**config.mk**
```make
export PLATFORM = sky130hd
export DESIGN_NAME = websocket_frame_deframer
export DESIGN_NICKNAME = d
export VERILOG_FILES = /design/src/rtl/core/wsd_pkg.sv /design/src/rtl/core/wsd_front.sv /design/src/rtl/core/wsd_queue.sv /design/src/rtl/core/wsd_back.sv /design/src/rtl/core/websocket_frame_deframer.sv
export SDC_FILE = /design/constraint.sdc
export NUM_CORES = 1
export LEC_CHECK = 0
export BUFFER_PORTS_ARGS = -buffer_cell sky130_fd_sc_hd__buf_4
export CAP_MARGIN = 20
export CORE_ASPECT_RATIO = 1.75
export CORE_MARGIN = 2
export CORE_UTILIZATION = 60
export CTS_CLUSTER_SIZE = 28
export DETAILED_ROUTE_END_ITERATION = 8
export PLACE_DENSITY = 0.78
export RECOVER_POWER = 100
export SYNTH_ARGS = -nofsm -noshare
export SYNTH_HDL_FRONTEND = slang
export SYNTH_SLANG_ARGS = --single-unit
```
**constraint.sdc**
```tcl
create_clock -name aclk -period 3.6 [get_ports aclk]
set_input_delay 0.54 -clock aclk [delete_from_list [all_inputs] [get_ports aclk]]
set_output_delay 0.54 -clock aclk [all_outputs]
set_load 0.05 [all_outputs]
```
**src/rtl/core/wsd_pkg.sv**
```systemverilog
package wsd_pkg;

    localparam int QUEUE_DEPTH_DEF = 4;

    localparam logic [6:0]  LEN_CODE_16   = 7'd126;
    localparam logic [6:0]  LEN_CODE_64   = 7'd127;
    localparam logic [15:0] PING_LEN_MAX  = 16'd125;

    localparam logic [3:0] OPC_CONT   = 4'h0;
    localparam logic [3:0] OPC_TEXT   = 4'h1;
    localparam logic [3:0] OPC_BINARY = 4'h2;
    localparam logic [3:0] OPC_CLOSE  = 4'h8;
    localparam logic [3:0] OPC_PING   = 4'h9;
    localparam logic [3:0] OPC_PONG   = 4'hA;

    typedef enum logic [2:0] {
        KIND_DATA       = 3'd0,
        KIND_PING       = 3'd1,
        KIND_EMPTY_DATA = 3'd2,
        KIND_EMPTY_PING = 3'd3,
        KIND_STOP       = 3'd4
    } kind_t;

    typedef enum logic [2:0] {
        ST_NONE   = 3'd0,
        ST_NORMAL = 3'd1,
        ST_PROTO  = 3'd2,
        ST_BIG    = 3'd3,
        ST_TYPE   = 3'd4
    } status_t;

    typedef enum logic [2:0] {
        PH_FLAGS  = 3'd0,
        PH_LEN    = 3'd1,
        PH_EXT_HI = 3'd2,
        PH_EXT_LO = 3'd3,
        PH_KEY0   = 3'd4,
        PH_KEY1   = 3'd5,
        PH_KEY2   = 3'd6,
        PH_KEY3   = 3'd7
    } phase_t;

    typedef struct packed {
        kind_t      kind;
        logic [7:0] data;
        logic [7:0] key;
        logic       last;
        logic       mend;
        status_t    status;
    } cmd_t;

endpackage

```
**src/rtl/core/wsd_front.sv**
```systemverilog
module wsd_front (
    input  logic          aclk,
    input  logic          aresetn,
    input  logic          fire,
    input  logic [7:0]    data_byte,
    output logic          push,
    output wsd_pkg::cmd_t cmd
);
    import wsd_pkg::*;

    phase_t      phase_reg, phase_next;
    logic        in_payload_reg, in_payload_next;
    logic        stopped_reg, stopped_next;
    logic        fin_reg, fin_next;
    logic [3:0]  opc_reg, opc_next;
    logic [15:0] len_reg, len_next;
    logic [31:0] key_reg, key_next;
    logic [15:0] count_reg, count_next;

    logic [15:0] count_inc;
    logic        payload_last;
    logic [7:0]  key_byte;

    assign count_inc    = count_reg + 16'd1;
    assign payload_last = (count_inc == len_reg);

    always_comb begin
        case (count_reg[1:0])
            2'd0:    key_byte = key_reg[31:24];
            2'd1:    key_byte = key_reg[23:16];
            2'd2:    key_byte = key_reg[15:8];
            default: key_byte = key_reg[7:0];
        endcase
    end

    // parser state
    always_comb begin
        phase_next      = phase_reg;
        in_payload_next = in_payload_reg;
        stopped_next    = stopped_reg;
        fin_next        = fin_reg;
        opc_next        = opc_reg;
        len_next        = len_reg;
        key_next        = key_reg;
        count_next      = count_reg;
        if (fire && !stopped_reg) begin
            if (in_payload_reg) begin
                count_next = count_inc;
                if (payload_last) begin
                    in_payload_next = 1'b0;
                    phase_next      = PH_FLAGS;
                end
            end else begin
                case (phase_reg)
                    PH_FLAGS: begin
                        fin_next = data_byte[7];
                        opc_next = data_byte[3:0];
                        if (data_byte[6:4] != 3'd0) begin
                            stopped_next = 1'b1;
                        end else begin
                            phase_next = PH_LEN;
                        end
                    end
                    PH_LEN: begin
                        if (!data_byte[7] || data_byte[6:0] == LEN_CODE_64) begin
                            stopped_next = 1'b1;
                        end else begin
                            key_next = 32'd0;
                            if (data_byte[6:0] == LEN_CODE_16) begin
                                len_next   = 16'd0;
                                phase_next = PH_EXT_HI;
                            end else begin
                                len_next   = {9'd0, data_byte[6:0]};
                                phase_next = PH_KEY0;
                            end
                        end
                    end
                    PH_EXT_HI: begin
                        len_next   = {data_byte, 8'h00};
                        phase_next = PH_EXT_LO;
                    end
                    PH_EXT_LO: begin
                        len_next   = {len_reg[15:8], data_byte};
                        phase_next = PH_KEY0;
                    end
                    PH_KEY0: begin
                        key_next   = {key_reg[23:0], data_byte};
                        phase_next = PH_KEY1;
                    end
                    PH_KEY1: begin
                        key_next   = {key_reg[23:0], data_byte};
                        phase_next = PH_KEY2;
                    end
                    PH_KEY2: begin
                        key_next   = {key_reg[23:0], data_byte};
                        phase_next = PH_KEY3;
                    end
                    PH_KEY3: begin
                        key_next   = {key_reg[23:0], data_byte};
                        phase_next = PH_FLAGS;
                        count_next = 16'd0;
                        case (opc_reg)
                            OPC_PING: begin
                                if (len_reg > PING_LEN_MAX) begin
                                    stopped_next = 1'b1;
                                end else begin
                                    in_payload_next = (len_reg != 16'd0);
                                end
                            end
                            OPC_PONG, OPC_CONT, OPC_BINARY: begin
                                in_payload_next = (len_reg != 16'd0);
                            end
                            default: begin
                                stopped_next = 1'b1;
                            end
                        endcase
                    end
                    default: begin
                        phase_next = PH_FLAGS;
                    end
                endcase
            end
        end
    end

    // request to the back end
    always_comb begin
        push       = 1'b0;
        cmd.kind   = KIND_STOP;
        cmd.data   = 8'd0;
        cmd.key    = 8'd0;
        cmd.last   = 1'b0;
        cmd.mend   = 1'b0;
        cmd.status = ST_NONE;
        if (fire && !stopped_reg) begin
            if (in_payload_reg) begin
                push     = (opc_reg != OPC_PONG);
                cmd.kind = (opc_reg == OPC_PING) ? KIND_PING : KIND_DATA;
                cmd.data = data_byte;
                cmd.key  = key_byte;
                cmd.last = payload_last;
                cmd.mend = payload_last && fin_reg;
            end else begin
                case (phase_reg)
                    PH_FLAGS: begin
                        if (data_byte[6:4] != 3'd0) begin
                            push       = 1'b1;
                            cmd.status = ST_PROTO;
                        end
                    end
                    PH_LEN: begin
                        if (!data_byte[7]) begin
                            push       = 1'b1;
                            cmd.status = ST_PROTO;
                        end else if (data_byte[6:0] == LEN_CODE_64) begin
                            push       = 1'b1;
                            cmd.status = ST_BIG;
                        end
                    end
                    PH_KEY3: begin
                        case (opc_reg)
                            OPC_TEXT: begin
                                push       = 1'b1;
                                cmd.status = ST_TYPE;
                            end
                            OPC_CLOSE: begin
                                push       = 1'b1;
                                cmd.status = ST_NORMAL;
                            end
                            OPC_PONG: begin
                                push = 1'b0;
                            end
                            OPC_PING: begin
                                if (len_reg > PING_LEN_MAX) begin
                                    push       = 1'b1;
                                    cmd.status = ST_BIG;
                                end else if (len_reg == 16'd0) begin
                                    push     = 1'b1;
                                    cmd.kind = KIND_EMPTY_PING;
                                    cmd.last = 1'b1;
                                    cmd.mend = fin_reg;
                                end
                            end
                            OPC_CONT, OPC_BINARY: begin
                                if (len_reg == 16'd0) begin
                                    push     = 1'b1;
                                    cmd.kind = KIND_EMPTY_DATA;
                                    cmd.last = 1'b1;
                                    cmd.mend = fin_reg;
                                end
                            end
                            default: begin
                                push       = 1'b1;
                                cmd.status = ST_PROTO;
                            end
                        endcase
                    end
                    default: begin
                        push = 1'b0;
                    end
                endcase
            end
        end
    end

    always_ff @(posedge aclk) begin
        if (!aresetn) begin
            phase_reg      <= PH_FLAGS;
            in_payload_reg <= 1'b0;
            stopped_reg    <= 1'b0;
            fin_reg        <= 1'b0;
            opc_reg        <= 4'd0;
            len_reg        <= 16'd0;
            key_reg        <= 32'd0;
            count_reg      <= 16'd0;
        end else begin
            phase_reg      <= phase_next;
            in_payload_reg <= in_payload_next;
            stopped_reg    <= stopped_next;
            fin_reg        <= fin_next;
            opc_reg        <= opc_next;
            len_reg        <= len_next;
            key_reg        <= key_next;
            count_reg      <= count_next;
        end
    end

endmodule

```
**src/rtl/core/wsd_queue.sv**
```systemverilog
module wsd_queue #(
    parameter int DEPTH = 4
) (
    input  logic          aclk,
    input  logic          aresetn,
    input  logic          push,
    input  wsd_pkg::cmd_t wr_cmd,
    output logic          full,
    input  logic          pop,
    output logic          rd_valid,
    output wsd_pkg::cmd_t rd_cmd
);
    import wsd_pkg::*;

    localparam int PW = (DEPTH > 1) ? $clog2(DEPTH) : 1;
    localparam int CW = $clog2(DEPTH + 1);
    localparam logic [PW-1:0] LAST_PTR = PW'(DEPTH - 1);
    localparam logic [CW-1:0] FULL_CNT = CW'(DEPTH);

    cmd_t          mem_reg [DEPTH];
    logic [PW-1:0] wr_ptr_reg, wr_ptr_next;
    logic [PW-1:0] rd_ptr_reg, rd_ptr_next;
    logic [CW-1:0] cnt_reg, cnt_next;
    logic          do_push, do_pop;

    assign full     = (cnt_reg == FULL_CNT);
    assign rd_valid = (cnt_reg != '0);
    assign rd_cmd   = mem_reg[rd_ptr_reg];
    assign do_push  = push && !full;
    assign do_pop   = pop && rd_valid;

    always_comb begin
        wr_ptr_next = wr_ptr_reg;
        rd_ptr_next = rd_ptr_reg;
        cnt_next    = cnt_reg;
        if (do_push) begin
            wr_ptr_next = (wr_ptr_reg == LAST_PTR) ? '0 : wr_ptr_reg + PW'(1);
        end
        if (do_pop) begin
            rd_ptr_next = (rd_ptr_reg == LAST_PTR) ? '0 : rd_ptr_reg + PW'(1);
        end
        if (do_push && !do_pop) begin
            cnt_next = cnt_reg + CW'(1);
        end else if (do_pop && !do_push) begin
            cnt_next = cnt_reg - CW'(1);
        end
    end

    always_ff @(posedge aclk) begin
        if (do_push) begin
            mem_reg[wr_ptr_reg] <= wr_cmd;
        end
    end

    always_ff @(posedge aclk) begin
        if (!aresetn) begin
            wr_ptr_reg <= '0;
            rd_ptr_reg <= '0;
            cnt_reg    <= '0;
        end else begin
            wr_ptr_reg <= wr_ptr_next;
            rd_ptr_reg <= rd_ptr_next;
            cnt_reg    <= cnt_next;
        end
    end

endmodule

```
**src/rtl/core/wsd_back.sv**
```systemverilog
module wsd_back (
    input  logic          aclk,
    input  logic          aresetn,
    input  logic          q_valid,
    input  wsd_pkg::cmd_t q_cmd,
    output logic          q_pop,
    output logic          m_tvalid,
    input  logic          m_tready,
    output logic [15:0]   m_tdata,
    output logic [3:0]    m_tuser,
    output logic          m_tlast
);
    import wsd_pkg::*;

    logic       valid_reg, valid_next;
    kind_t      kind_reg;
    logic [7:0] payload_reg;
    logic       last_reg;
    logic       mend_reg;
    status_t    status_reg;

    assign q_pop = q_valid && (!valid_reg || m_tready);

    always_comb begin
        valid_next = valid_reg;
        if (q_pop) begin
            valid_next = 1'b1;
        end else if (m_tready) begin
            valid_next = 1'b0;
        end
    end

    always_ff @(posedge aclk) begin
        if (!aresetn) begin
            valid_reg <= 1'b0;
        end else begin
            valid_reg <= valid_next;
        end
    end

    // unmask on load
    always_ff @(posedge aclk) begin
        if (q_pop) begin
            kind_reg    <= q_cmd.kind;
            payload_reg <= q_cmd.data ^ q_cmd.key;
            last_reg    <= q_cmd.last;
            mend_reg    <= q_cmd.mend;
            status_reg  <= q_cmd.status;
        end
    end

    assign m_tvalid = valid_reg;
    assign m_tdata  = {5'd0, status_reg, payload_reg};
    assign m_tuser  = {mend_reg, kind_reg};
    assign m_tlast  = last_reg;

endmodule

```
**src/rtl/core/websocket_frame_deframer.sv**
```systemverilog
// Client-to-server WebSocket deframer: one stream byte is taken per cycle while the
// request queue (QUEUE_DEPTH entries) is not full and yields at most one result: an
// unmasked payload byte, an empty-frame marker or a stop event. The header parser in
// front never waits on the output except through a full queue, so with the master
// side ready the sustained rate is one byte per cycle. A result is written to the queue
// at the accepting edge and loaded into the output register when it is empty or
// m_tready is high. After a stop event every byte is taken and dropped until reset.
module websocket_frame_deframer #(
    parameter int QUEUE_DEPTH = wsd_pkg::QUEUE_DEPTH_DEF
) (
    input  logic        aclk,
    input  logic        aresetn,
    input  logic        s_tvalid,
    output logic        s_tready,
    input  logic [7:0]  s_tdata,   // data_byte[7:0]
    output logic        m_tvalid,
    input  logic        m_tready,
    output logic [15:0] m_tdata,   // payload[7:0], status[10:8], zero[15:11]
    output logic [3:0]  m_tuser,   // kind[2:0], message_end[3]
    output logic        m_tlast    // frame_last
);
    import wsd_pkg::*;

    logic fire;
    logic push;
    cmd_t front_cmd;
    logic q_full;
    logic q_valid;
    logic q_pop;
    cmd_t q_cmd;

    assign s_tready = !q_full;
    assign fire     = s_tvalid && s_tready;

    wsd_front u_front (
        .aclk      (aclk),
        .aresetn   (aresetn),
        .fire      (fire),
        .data_byte (s_tdata),
        .push      (push),
        .cmd       (front_cmd)
    );

    wsd_queue #(
        .DEPTH (QUEUE_DEPTH)
    ) u_queue (
        .aclk     (aclk),
        .aresetn  (aresetn),
        .push     (push),
        .wr_cmd   (front_cmd),
        .full     (q_full),
        .pop      (q_pop),
        .rd_valid (q_valid),
        .rd_cmd   (q_cmd)
    );

    wsd_back u_back (
        .aclk     (aclk),
        .aresetn  (aresetn),
        .q_valid  (q_valid),
        .q_cmd    (q_cmd),
        .q_pop    (q_pop),
        .m_tvalid (m_tvalid),
        .m_tready (m_tready),
        .m_tdata  (m_tdata),
        .m_tuser  (m_tuser),
        .m_tlast  (m_tlast)
    );

    a_stop_fields: assert property (@(posedge aclk) disable iff (!aresetn)
        (m_tvalid && m_tuser[2:0] == KIND_STOP)
            |-> (m_tdata[10:8] != ST_NONE && !m_tlast && !m_tuser[3] && m_tdata[7:0] == 8'd0))
        else $error("stop event with bad fields");

    a_status_only_stop: assert property (@(posedge aclk) disable iff (!aresetn)
        (m_tvalid && m_tuser[2:0] != KIND_STOP) |-> (m_tdata[10:8] == ST_NONE))
        else $error("status on non-stop result");

    a_mend_last: assert property (@(posedge aclk) disable iff (!aresetn)
        (m_tvalid && m_tuser[3]) |-> m_tlast)
        else $error("message end without frame last");

    a_push_space: assert property (@(posedge aclk) disable iff (!aresetn)
        push |-> !q_full)
        else $error("request pushed into full queue");

endmodule

```
==> metrics.yaml, run 1 <==
status: "finished clean"
yosysWarnings: 0
drive_above_1_share_pct: 10.0
grtUsageTotal_pct: 26.4
relSlewSlack_pct: 7.97
tightest_slew_ns: 1.38
path_buf_inv: 2
antenna_found_initial: 0
p_switching_w: 0.00179
fin_nets: 797
die_area_um2: 15600
port_buffers: 29
cp.required_ns: 3.83
cts_sinks: 196
cts_setup_buffers: 0
finalClockSkew_ns: 0.0162
ioPinCount: 35
cts_resized: 0
syn_to_final_growth_pct: 9.63
whs_ns: 0.408
gr-total-overflow: 0
power_density_nw_per_um2: 595
pwr-share-seq_pct: 48.2
combPwrFrac_pct: 19.7
drt-initial-drc-count: 562
hold_viol: 0
drt-total-wl_um: 19400
cpPeakStageDelay_ns: 0.52
crit_chain: "ha_1 -> clkbuf_2 -> nor3b_1 -> o21ai_0 -> o311ai_0 -> o21ai_0 -> or3_1 -> nor4_1 -> clkbuf_1 -> or2_0"
p_leak_nw: 3.24
root_buffer: "clkbuf_16"
clock_latency_ns: 0.43
wl_per_cell_um: 20.0
drc: 0
synth_cell_types: 60
cts_buffers: 17
cpMostUsedCell: "o21ai_0"
diodes: 0
syn_area_per_cell_um2: 11.6
synth_cells: 754
ir_worst_vdd_uv: 337
routabilityCongestion: 0.962
seq_area_frac_synth_pct: 57.5
row_count: 58
via_per_inst: 6.19
drv_slew: 0
vias: 5986
floorplan.initialDensity_pct: 61.0
core_um2: 14400
hp-class: "input pin to flip-flop"
power_w: 0.00572
timing.final.crit_period_ns: 3.32
rsz0062_at_grt: "no"
critical_path_class: "flip-flop to flip-flop"
netlist_area_um2: 8770
grt_pass1_wl_um: 31100
setup_tns_ns: 0
first_pass_iters: 6
clk_pin_slew_ns: 0.07
cap_violations: 0
cts_tree: "built"
grt_pass1_vias: 5995
crit_path_start_kind: "flip-flop"
cpLargestDelayFamily: "simple AND/OR/NAND/NOR gates"
async_flop_share_pct: 0
synth_edf_count: 112
setup_violations: 0
intPower_w: 0.00393
synth-seq-cells: 196
pwr-share-clk_pct: 32.1
die_y_um: 164
cp-end-kind: "flip-flop"
die_x_um: 95.4
grt_max_degree: 86
crit_fanout: 22
ant_nets: 0
swShare_pct: 31.3
final_util_pct: 66.9
slowest_stage: "dfxtp_1"
synthFlopType: "edfxtp_1"
clk_path_buf_depth: 2
crit_arrival_ns: 3.54
cts_hold_buf: 0
max_freq_mhz: 302
largest_reg_flops: 96
hpwl_um: 13600
post-route-period-util_pct: 92.1
htree_num_levels: 4
## cells by family (layout without fill, tap and decap cells)
kind of cell / count (synthesis) / count (layout) / share of synthesized area [%]
compound gates: 140 / 140 / 10.8
xor+xnor: 58 / 58 / 5.79
fa+ha+maj: 11 / 11 / 1.66
buf+inv: 68 / 97 / 3.30
flops: 196 / 196 / 57.5
mux: 23 / 23 / 4.91
other cells: 1 / 5 / 0.0428
simple gates: 257 / 257 / 15.9
## routing by layer
| metal | track usage [%] | routed length [µm] | vias up | part of all wire [%] |
|---|---|---|---|---|
| li1 | - | - | 2783 | - |
| met1 | 30.5 | 7220 | 2908 | 37 |
| met2 | 46.7 | 10500 | 233 | 54 |
| met3 | 4.77 | 860 | 62 | 4.4 |
| met4 | 12.5 | 801 | 0 | 4.1 |
| met5 | 0 | 0 | - | 0 |
## layout by cell type (no fill, tap or decap), drive strengths merged, types with 26 or more instances in the layout
cell type	netlist	layout
nor2b	58	58
clkbuf	38	49
edfxtp	112	112
o21ai	27	27
inv	18	27
a22oi	35	35
nand3	26	26
nor2	42	42
dfxtp	84	84
nand2	45	45
xor2	41	41
a21oi	27	27
## tightest hold or removal path, cell delays in order
cell	delay, ns
buf_4	0.08
inv_1	0.05
nand2_1	0.06
a21boi_0	0.06
## power by group through the flow
stage | clock network [W] | registers [W] | logic [W]
after floorplan | 0 | 0.00308 | 0.000607
after global placement | 0 | 0.00280 | 0.00121
after detailed placement | 0 | 0.00281 | 0.00124
after CTS | 0.00187 | 0.00276 | 0.00124
after global routing | 0.00194 | 0.00279 | 0.00121
final | 0.00184 | 0.00276 | 0.00113
## final timing paths
check,startpoint,end,slack [ns],cells past startpoint
setup / recovery,u_front.count_reg[1],u_queue.mem_reg[3][4],0.28,10
hold / removal,m_tready,u_back.m_tvalid,0.41,4
setup reg to reg,u_front.count_reg[1],u_queue.mem_reg[3][4],0.28,10
hold reg to reg,u_back.m_tvalid,u_back.m_tvalid,0.50,2
## cells in the mapped netlist (3+ instances only)
cell type    n  area (µm²)
nand2_1     45         169
nor2b_1     58         363
mux2i_1      7        70.1
xor2_1      41         359
nor4_1       9        56.3
a21oi_1     27         135
nor2_1      42         158
a21boi_0    22         165
nand4_1      7        43.8
a222oi_1     8        80.1
nand3_1     26         130
nor3_1      17        85.1
or3_1        9        56.3
o21ai_0     26         130
mux4_2      16         360
nand3b_1     4        30.0
o211a_1      4        40.0
nor3b_1      3        22.5
xnor2_1     17         149
o31ai_1      3        22.5
and2_1       5        31.3
buf_4        6        45.0
edfxtp_1   112        3360
nand2b_1     4        25.0
ha_1        10         125
dfxtp_1     84        1680
inv_1       18        67.6
a22oi_1     35         263
buf_2        3        15.0
and3_1       9        56.3
clkbuf_1    38         143
## metrics by stage
stage | cells | instance area (µm²) | setup WS (ns)
floorplan | 758 | 8780 | 0.300
CTS | 967 | 9750 | 0.334
detailed placement | 935 | 9170 | 0.141
global placement | 934 | 9150 | 0.214
global route | 967 | 9610 | 0.0221
finish | 967 | 9610 | 0.284
## cell type report
cell class / instances / area, µm²
timing repair buffer: 47 / 244
fill: 1094 / 4750
tap: 180 / 225
clock buffer: 18 / 429
inverter: 18 / 67.6
sequential: 196 / 5040
multi-input combinational: 494 / 3460
clock inverter: 14 / 148
(Power assumes the default switching activity.)
==> run 2, diff against run 1 <==
--- a/config.mk
+++ b/config.mk
@@ -7,7 +7,6 @@
 export LEC_CHECK = 0
 export BUFFER_PORTS_ARGS = -buffer_cell sky130_fd_sc_hd__buf_4
 export CAP_MARGIN = 20
-export CORE_ASPECT_RATIO = 1.75
 export CORE_MARGIN = 2
 export CORE_UTILIZATION = 60
 export CTS_CLUSTER_SIZE = 28
==> metrics.yaml, run 2 (synthesis gave the netlist of run 1 again) <==
status: "finished clean"
setup_violations: 0
via_per_inst: 6.13
relSlewSlack_pct: 8.71
drive_above_1_share_pct: 9.94
gr-total-overflow: 0
floorplan.initialDensity_pct: 60.8
register_area_um2: 5040
row_count: 44
grt_pass1_vias: 5745
r2r_start: "u_front.count_reg[0]"
critical_path_class: "flip-flop to flip-flop"
drc: 0
power_density_nw_per_um2: 595
clk_pin_slew_ns: 0.07
port_buffers: 29
cap_violations: 0
ant_nets: 0
tightest_slew_ns: 1.37
dpl_cell_area_um2: 9160
largest_reg_flops: 96
hold_viol: 0
first_pass_iters: 5
cts_resized: 0
post-route-period-util_pct: 91.5
root_buffer: "clkbuf_16"
vias: 5936
hp-start: "m_tready"
setup_tns_ns: 0
cts_hold_buf: 0
num-fill-cells: 1069
crit_fanout: 10
cts_tree: "built"
crit_path_start_kind: "flip-flop"
drv_slew: 0
drt-total-wl_um: 18500
rsz0062_at_grt: "no"
grtUsageTotal_pct: 24.8
placed_cells: 937
hp-class: "input pin to flip-flop"
hpwl_um: 12200
routabilityCongestion: 0.903
timing.final.crit_period_ns: 3.29
ir_worst_vdd_uv: 336
diodes: 0
cp-end-kind: "flip-flop"
whs_ns: 0.400
core_um2: 14400
die_area_um2: 15600
crit_path_start: "u_front.count_reg[0]"
antenna_found_initial: 0
cts_sinks: 196
wl_per_cell_um: 19.1
fin_area_um2: 9610
final_cells: 969
cts_setup_buffers: 0
fin_nets: 795
htree_num_levels: 4
die_x_um: 125
p_leak_nw: 3.23
grt_max_degree: 86
clock_latency_ns: 0.44
r2r_setup_slack_ns: 0.31
final_common_cell: "edfxtp_1"
ioPinCount: 35
cts_buffers: 17
clk_path_buf_depth: 2
finalClockSkew_ns: 0.0115
layout_common_cells: "112 x edfxtp_1, 84 x dfxtp_1, 54 x nor2b_1, 45 x nand2_1"
multi_input_area_um2: 3450
crit_arrival_ns: 3.57
die_y_um: 125
final_util_pct: 66.6
grt_pass1_wl_um: 30400
syn_to_final_growth_pct: 9.60
max_freq_mhz: 304
cp.required_ns: 3.87
drt-initial-drc-count: 566
## run 2: cell types whose count changed in the layout (fill, tap and decap cells not counted), sizes merged
cell / previous run / this run
bufinv: 0 / 1
clkbuf: 49 / 48
clkinvlp: 2 / 3
buf: 16 / 15
clkinv: 3 / 6
inv: 27 / 22
## run 2: where the power goes
part / internal, W / total [W] / leakage [nW] / switching (W)
combinational: 0.000362 / 0.00112 / 1.24 / 0.000761
clock: 0.000974 / 0.00184 / 0.271 / 0.000863
sequential: 0.00264 / 0.00276 / 1.72 / 0.000125
## run 2: critical path: stages, from the launching register on
cell	delay, ns
dfxtp_1	0.50
nand4_1	0.24
or3_1	0.57
or4b_1	0.54
a21oi_1	0.20
o211ai_1	0.17
nor4_1	0.64
or2_1	0.27
## run 2: metrics by stage
step | setup slack, ns | total power (W)
after floorplan | 0.300 | 0.00368
after global placement | 0.231 | 0.00400
after detailed placement | 0.162 | 0.00404
after CTS | 0.378 | 0.00587
after global routing | 0.0760 | 0.00594
final | 0.307 | 0.00572
## run 2: worst paths after layout
kind,endpoint,cells past startpoint
max,u_queue.mem_reg[1][4],7
min reg2reg,u_back.m_tvalid,2
max reg2reg,u_queue.mem_reg[1][4],7
min,u_back.m_tvalid,4
## run 2: final cells by class
cell class	count	area share, %
multi-input cells	494	35.9
repair buffers	45	2.50
inverters	18	0.703
clock buffers	18	4.46
flip-flops and latches	196	52.5
clock inverters	14	1.54
well taps	184	2.40
## run 2: per-layer routing
layer	GRT usage [%]	vias up	part of all wire, %
li1	-	2782	-
met1	33.4	2885	43
met2	40.9	229	49
met3	4.17	40	5.1
met4	9.41	0	2.3
met5	0	-	0
==> run 3, diff against run 2 <==
--- a/config.mk
+++ b/config.mk
@@ -5,8 +5,9 @@
 export SDC_FILE = /design/constraint.sdc
 export NUM_CORES = 1
 export LEC_CHECK = 0
+export ABC_AREA = 1
 export BUFFER_PORTS_ARGS = -buffer_cell sky130_fd_sc_hd__buf_4
-export CAP_MARGIN = 20
+export CAP_MARGIN = 25
 export CORE_MARGIN = 2
 export CORE_UTILIZATION = 60
 export CTS_CLUSTER_SIZE = 28
==> metrics.yaml, run 3 <==
status: "finished clean"
seq_area_frac_synth_pct: 57.6
cpPeakStageDelay_ns: 0.93
antenna_found_initial: 0
synth_cell_types: 46
htree_num_levels: 4
wl_per_cell_um: 16.6
cts_setup_buffers: 0
power_w: 0.00713
register_area_um2: 5040
ant_nets: 0
layout_common_cells: "153 x nor2_1, 144 x nand2_1, 112 x edfxtp_1, 85 x inv_1, 84 x dfxtp_1"
drt-initial-drc-count: 647
clk_pin_slew_ns: 0.07
relSlewSlack_pct: 1.65
vias: 6799
setup_violations: 0
drive_above_1_share_pct: 6.17
routabilityCongestion: 0.895
hpwl_um: 12300
via_per_inst: 5.80
largest_reg_flops: 96
netlist_top_cells_area: "edfxtp_1 38%, dfxtp_1 19%, nor2_1 6.6%"
floorplan.initialDensity_pct: 60.9
syn_to_final_growth_pct: 9.85
yosysMostFrequentCell: "nor2_1"
grtUsageTotal_pct: 25.2
synth_cells: 956
diodes: 0
cts_resized: 0
syn_area_per_cell_um2: 9.16
final_common_cell: "nor2_1"
crit_path_start_kind: "flip-flop"
ir_worst_vdd_uv: 387
grt_pass1_wl_um: 31000
core_um2: 14400
row_count: 44
cts_sinks: 196
p_leak_nw: 3.48
cts_hold_buf: 0
cp-end-kind: "flip-flop"
critical_path_class: "flip-flop to flip-flop"
crit_chain: "nor3_1 -> nor2_1 -> inv_1 -> nor2_1 -> clkbuf_1 -> o21ai_0 -> a31oi_1"
synth_common_cells: "154 x nor2_1, 144 x nand2_1, 112 x edfxtp_1"
path_buf_inv: 2
cap_violations: 0
tightest_slew_ns: 1.48
synth_edf_count: 112
setup_tns_ns: 0
cts_buffers: 17
final_cells: 1173
max_freq_mhz: 317
drc: 0
netlist_area_um2: 8760
drv_slew: 0
multi_input_area_um2: 3190
cpMostUsedCell: "nor2_1"
crit_fanout: 21
die_area_um2: 15600
hp-class: "input pin to flip-flop"
clock_latency_ns: 0.44
cp.required_ns: 3.78
cts_tree: "built"
die_x_um: 125
ioPinCount: 35
finalClockSkew_ns: 0.00824
placed_cells: 1141
rsz0062_at_grt: "no"
power_density_nw_per_um2: 741
root_buffer: "clkbuf_16"
die_y_um: 125
fin_nets: 999
yosys.area.top_type: "edfxtp_1"
first_pass_iters: 5
crit_arrival_ns: 3.34
num-fill-cells: 1151
gr-total-overflow: 0
port_buffers: 29
timing.final.crit_period_ns: 3.16
slowest_stage: "clkbuf_1"
clk_path_buf_depth: 2
grt_pass1_vias: 6378
grt_max_degree: 50
synth-seq-cells: 196
cpLargestDelayFamily: "buffers and inverters"
post-route-period-util_pct: 87.8
yosysWarnings: 0
hold_viol: 0
synthFlopType: "edfxtp_1"
async_flop_share_pct: 0
synth_top_area_share_pct: 38.4
drt-total-wl_um: 19400
## run 3: changes by cell type in the layout (fill, tap and decap cells not counted), sizes merged, moves of 22 or more
cell,before,now
a21oi,27,61
nand2,45,146
nor2,42,159
o21ai,27,71
inv,22,91
nor2b,58,0
o22ai,2,26
xor2,41,8
nand3,26,51
a21boi,22,0
## run 3: final timing paths
path,end,cells past startpoint,slack [ns],start
min reg2reg,u_front.stopped_reg,2,0.47,u_front.stopped_reg
max,u_queue.mem_reg[0][6],7,0.44,u_queue.cnt_reg[0]
min,u_front.key_reg[0],3,0.42,s_tdata[0]
max reg2reg,u_queue.mem_reg[0][6],7,0.44,u_queue.cnt_reg[0]
## run 3: report_power, final
group          leakage [nW]  internal [W]  switching (W)
sequential             1.74       0.00283       0.000148
combinational          1.45      0.000558        0.00163
clock                 0.292       0.00111       0.000852
## run 3: kinds of logic after synthesis
logic type	after synthesis	share of synthesized area [%]
AOI/OAI and AO/OA	223	15.1
xor gates and xnor gates	9	0.900
adders and majority gates	11	1.66
buffers and inverters	131	6.07
DFF	196	57.6
other	1	0.0428
and+or+nand+nor	385	18.6
## run 3: cell type report
| class | count | share of cell area (%) |
|---|---|---|
| Multi-Input combinational cell | 633 | 33.1 |
| Clock buffer | 19 | 4.50 |
| Clock inverter | 13 | 1.77 |
| Inverter | 86 | 3.36 |
| Timing Repair Buffer | 42 | 2.41 |
| Sequential cell | 196 | 52.5 |
| Tap cell | 184 | 2.39 |
## run 3: worst min-delay path, stage by stage
cell	delay, ns
buf_4	0.11
a22oi_1	0.08
nor2_1	0.09
## run 3: metrics by stage
| stage | hold WS, ns | utilization (%) | cell area [µm²] | setup WS, ns |
|---|---|---|---|---|
| global placement | 0.460 | 63.4 | 9120 | 0.820 |
| detailed placement | 0.460 | 63.6 | 9140 | 0.789 |
| floorplan | 0.435 | - | 8770 | 0.743 |
| CTS | 0.399 | 67.8 | 9740 | 0.764 |
| finish | 0.415 | 66.9 | 9620 | 0.441 |
| global route | 0.423 | 66.9 | 9620 | 0.224 |
## run 3: routing by layer
| layer | part of all wire (%) | track usage (%) | up-vias |
|---|---|---|---|
| met5 | 0 | 0 | - |
| met4 | 2.4 | 11.9 | 0 |
| met3 | 5.9 | 5.11 | 36 |
| met2 | 49 | 42.7 | 235 |
| met1 | 42 | 31.0 | 3181 |
| li1 | - | - | 3347 |
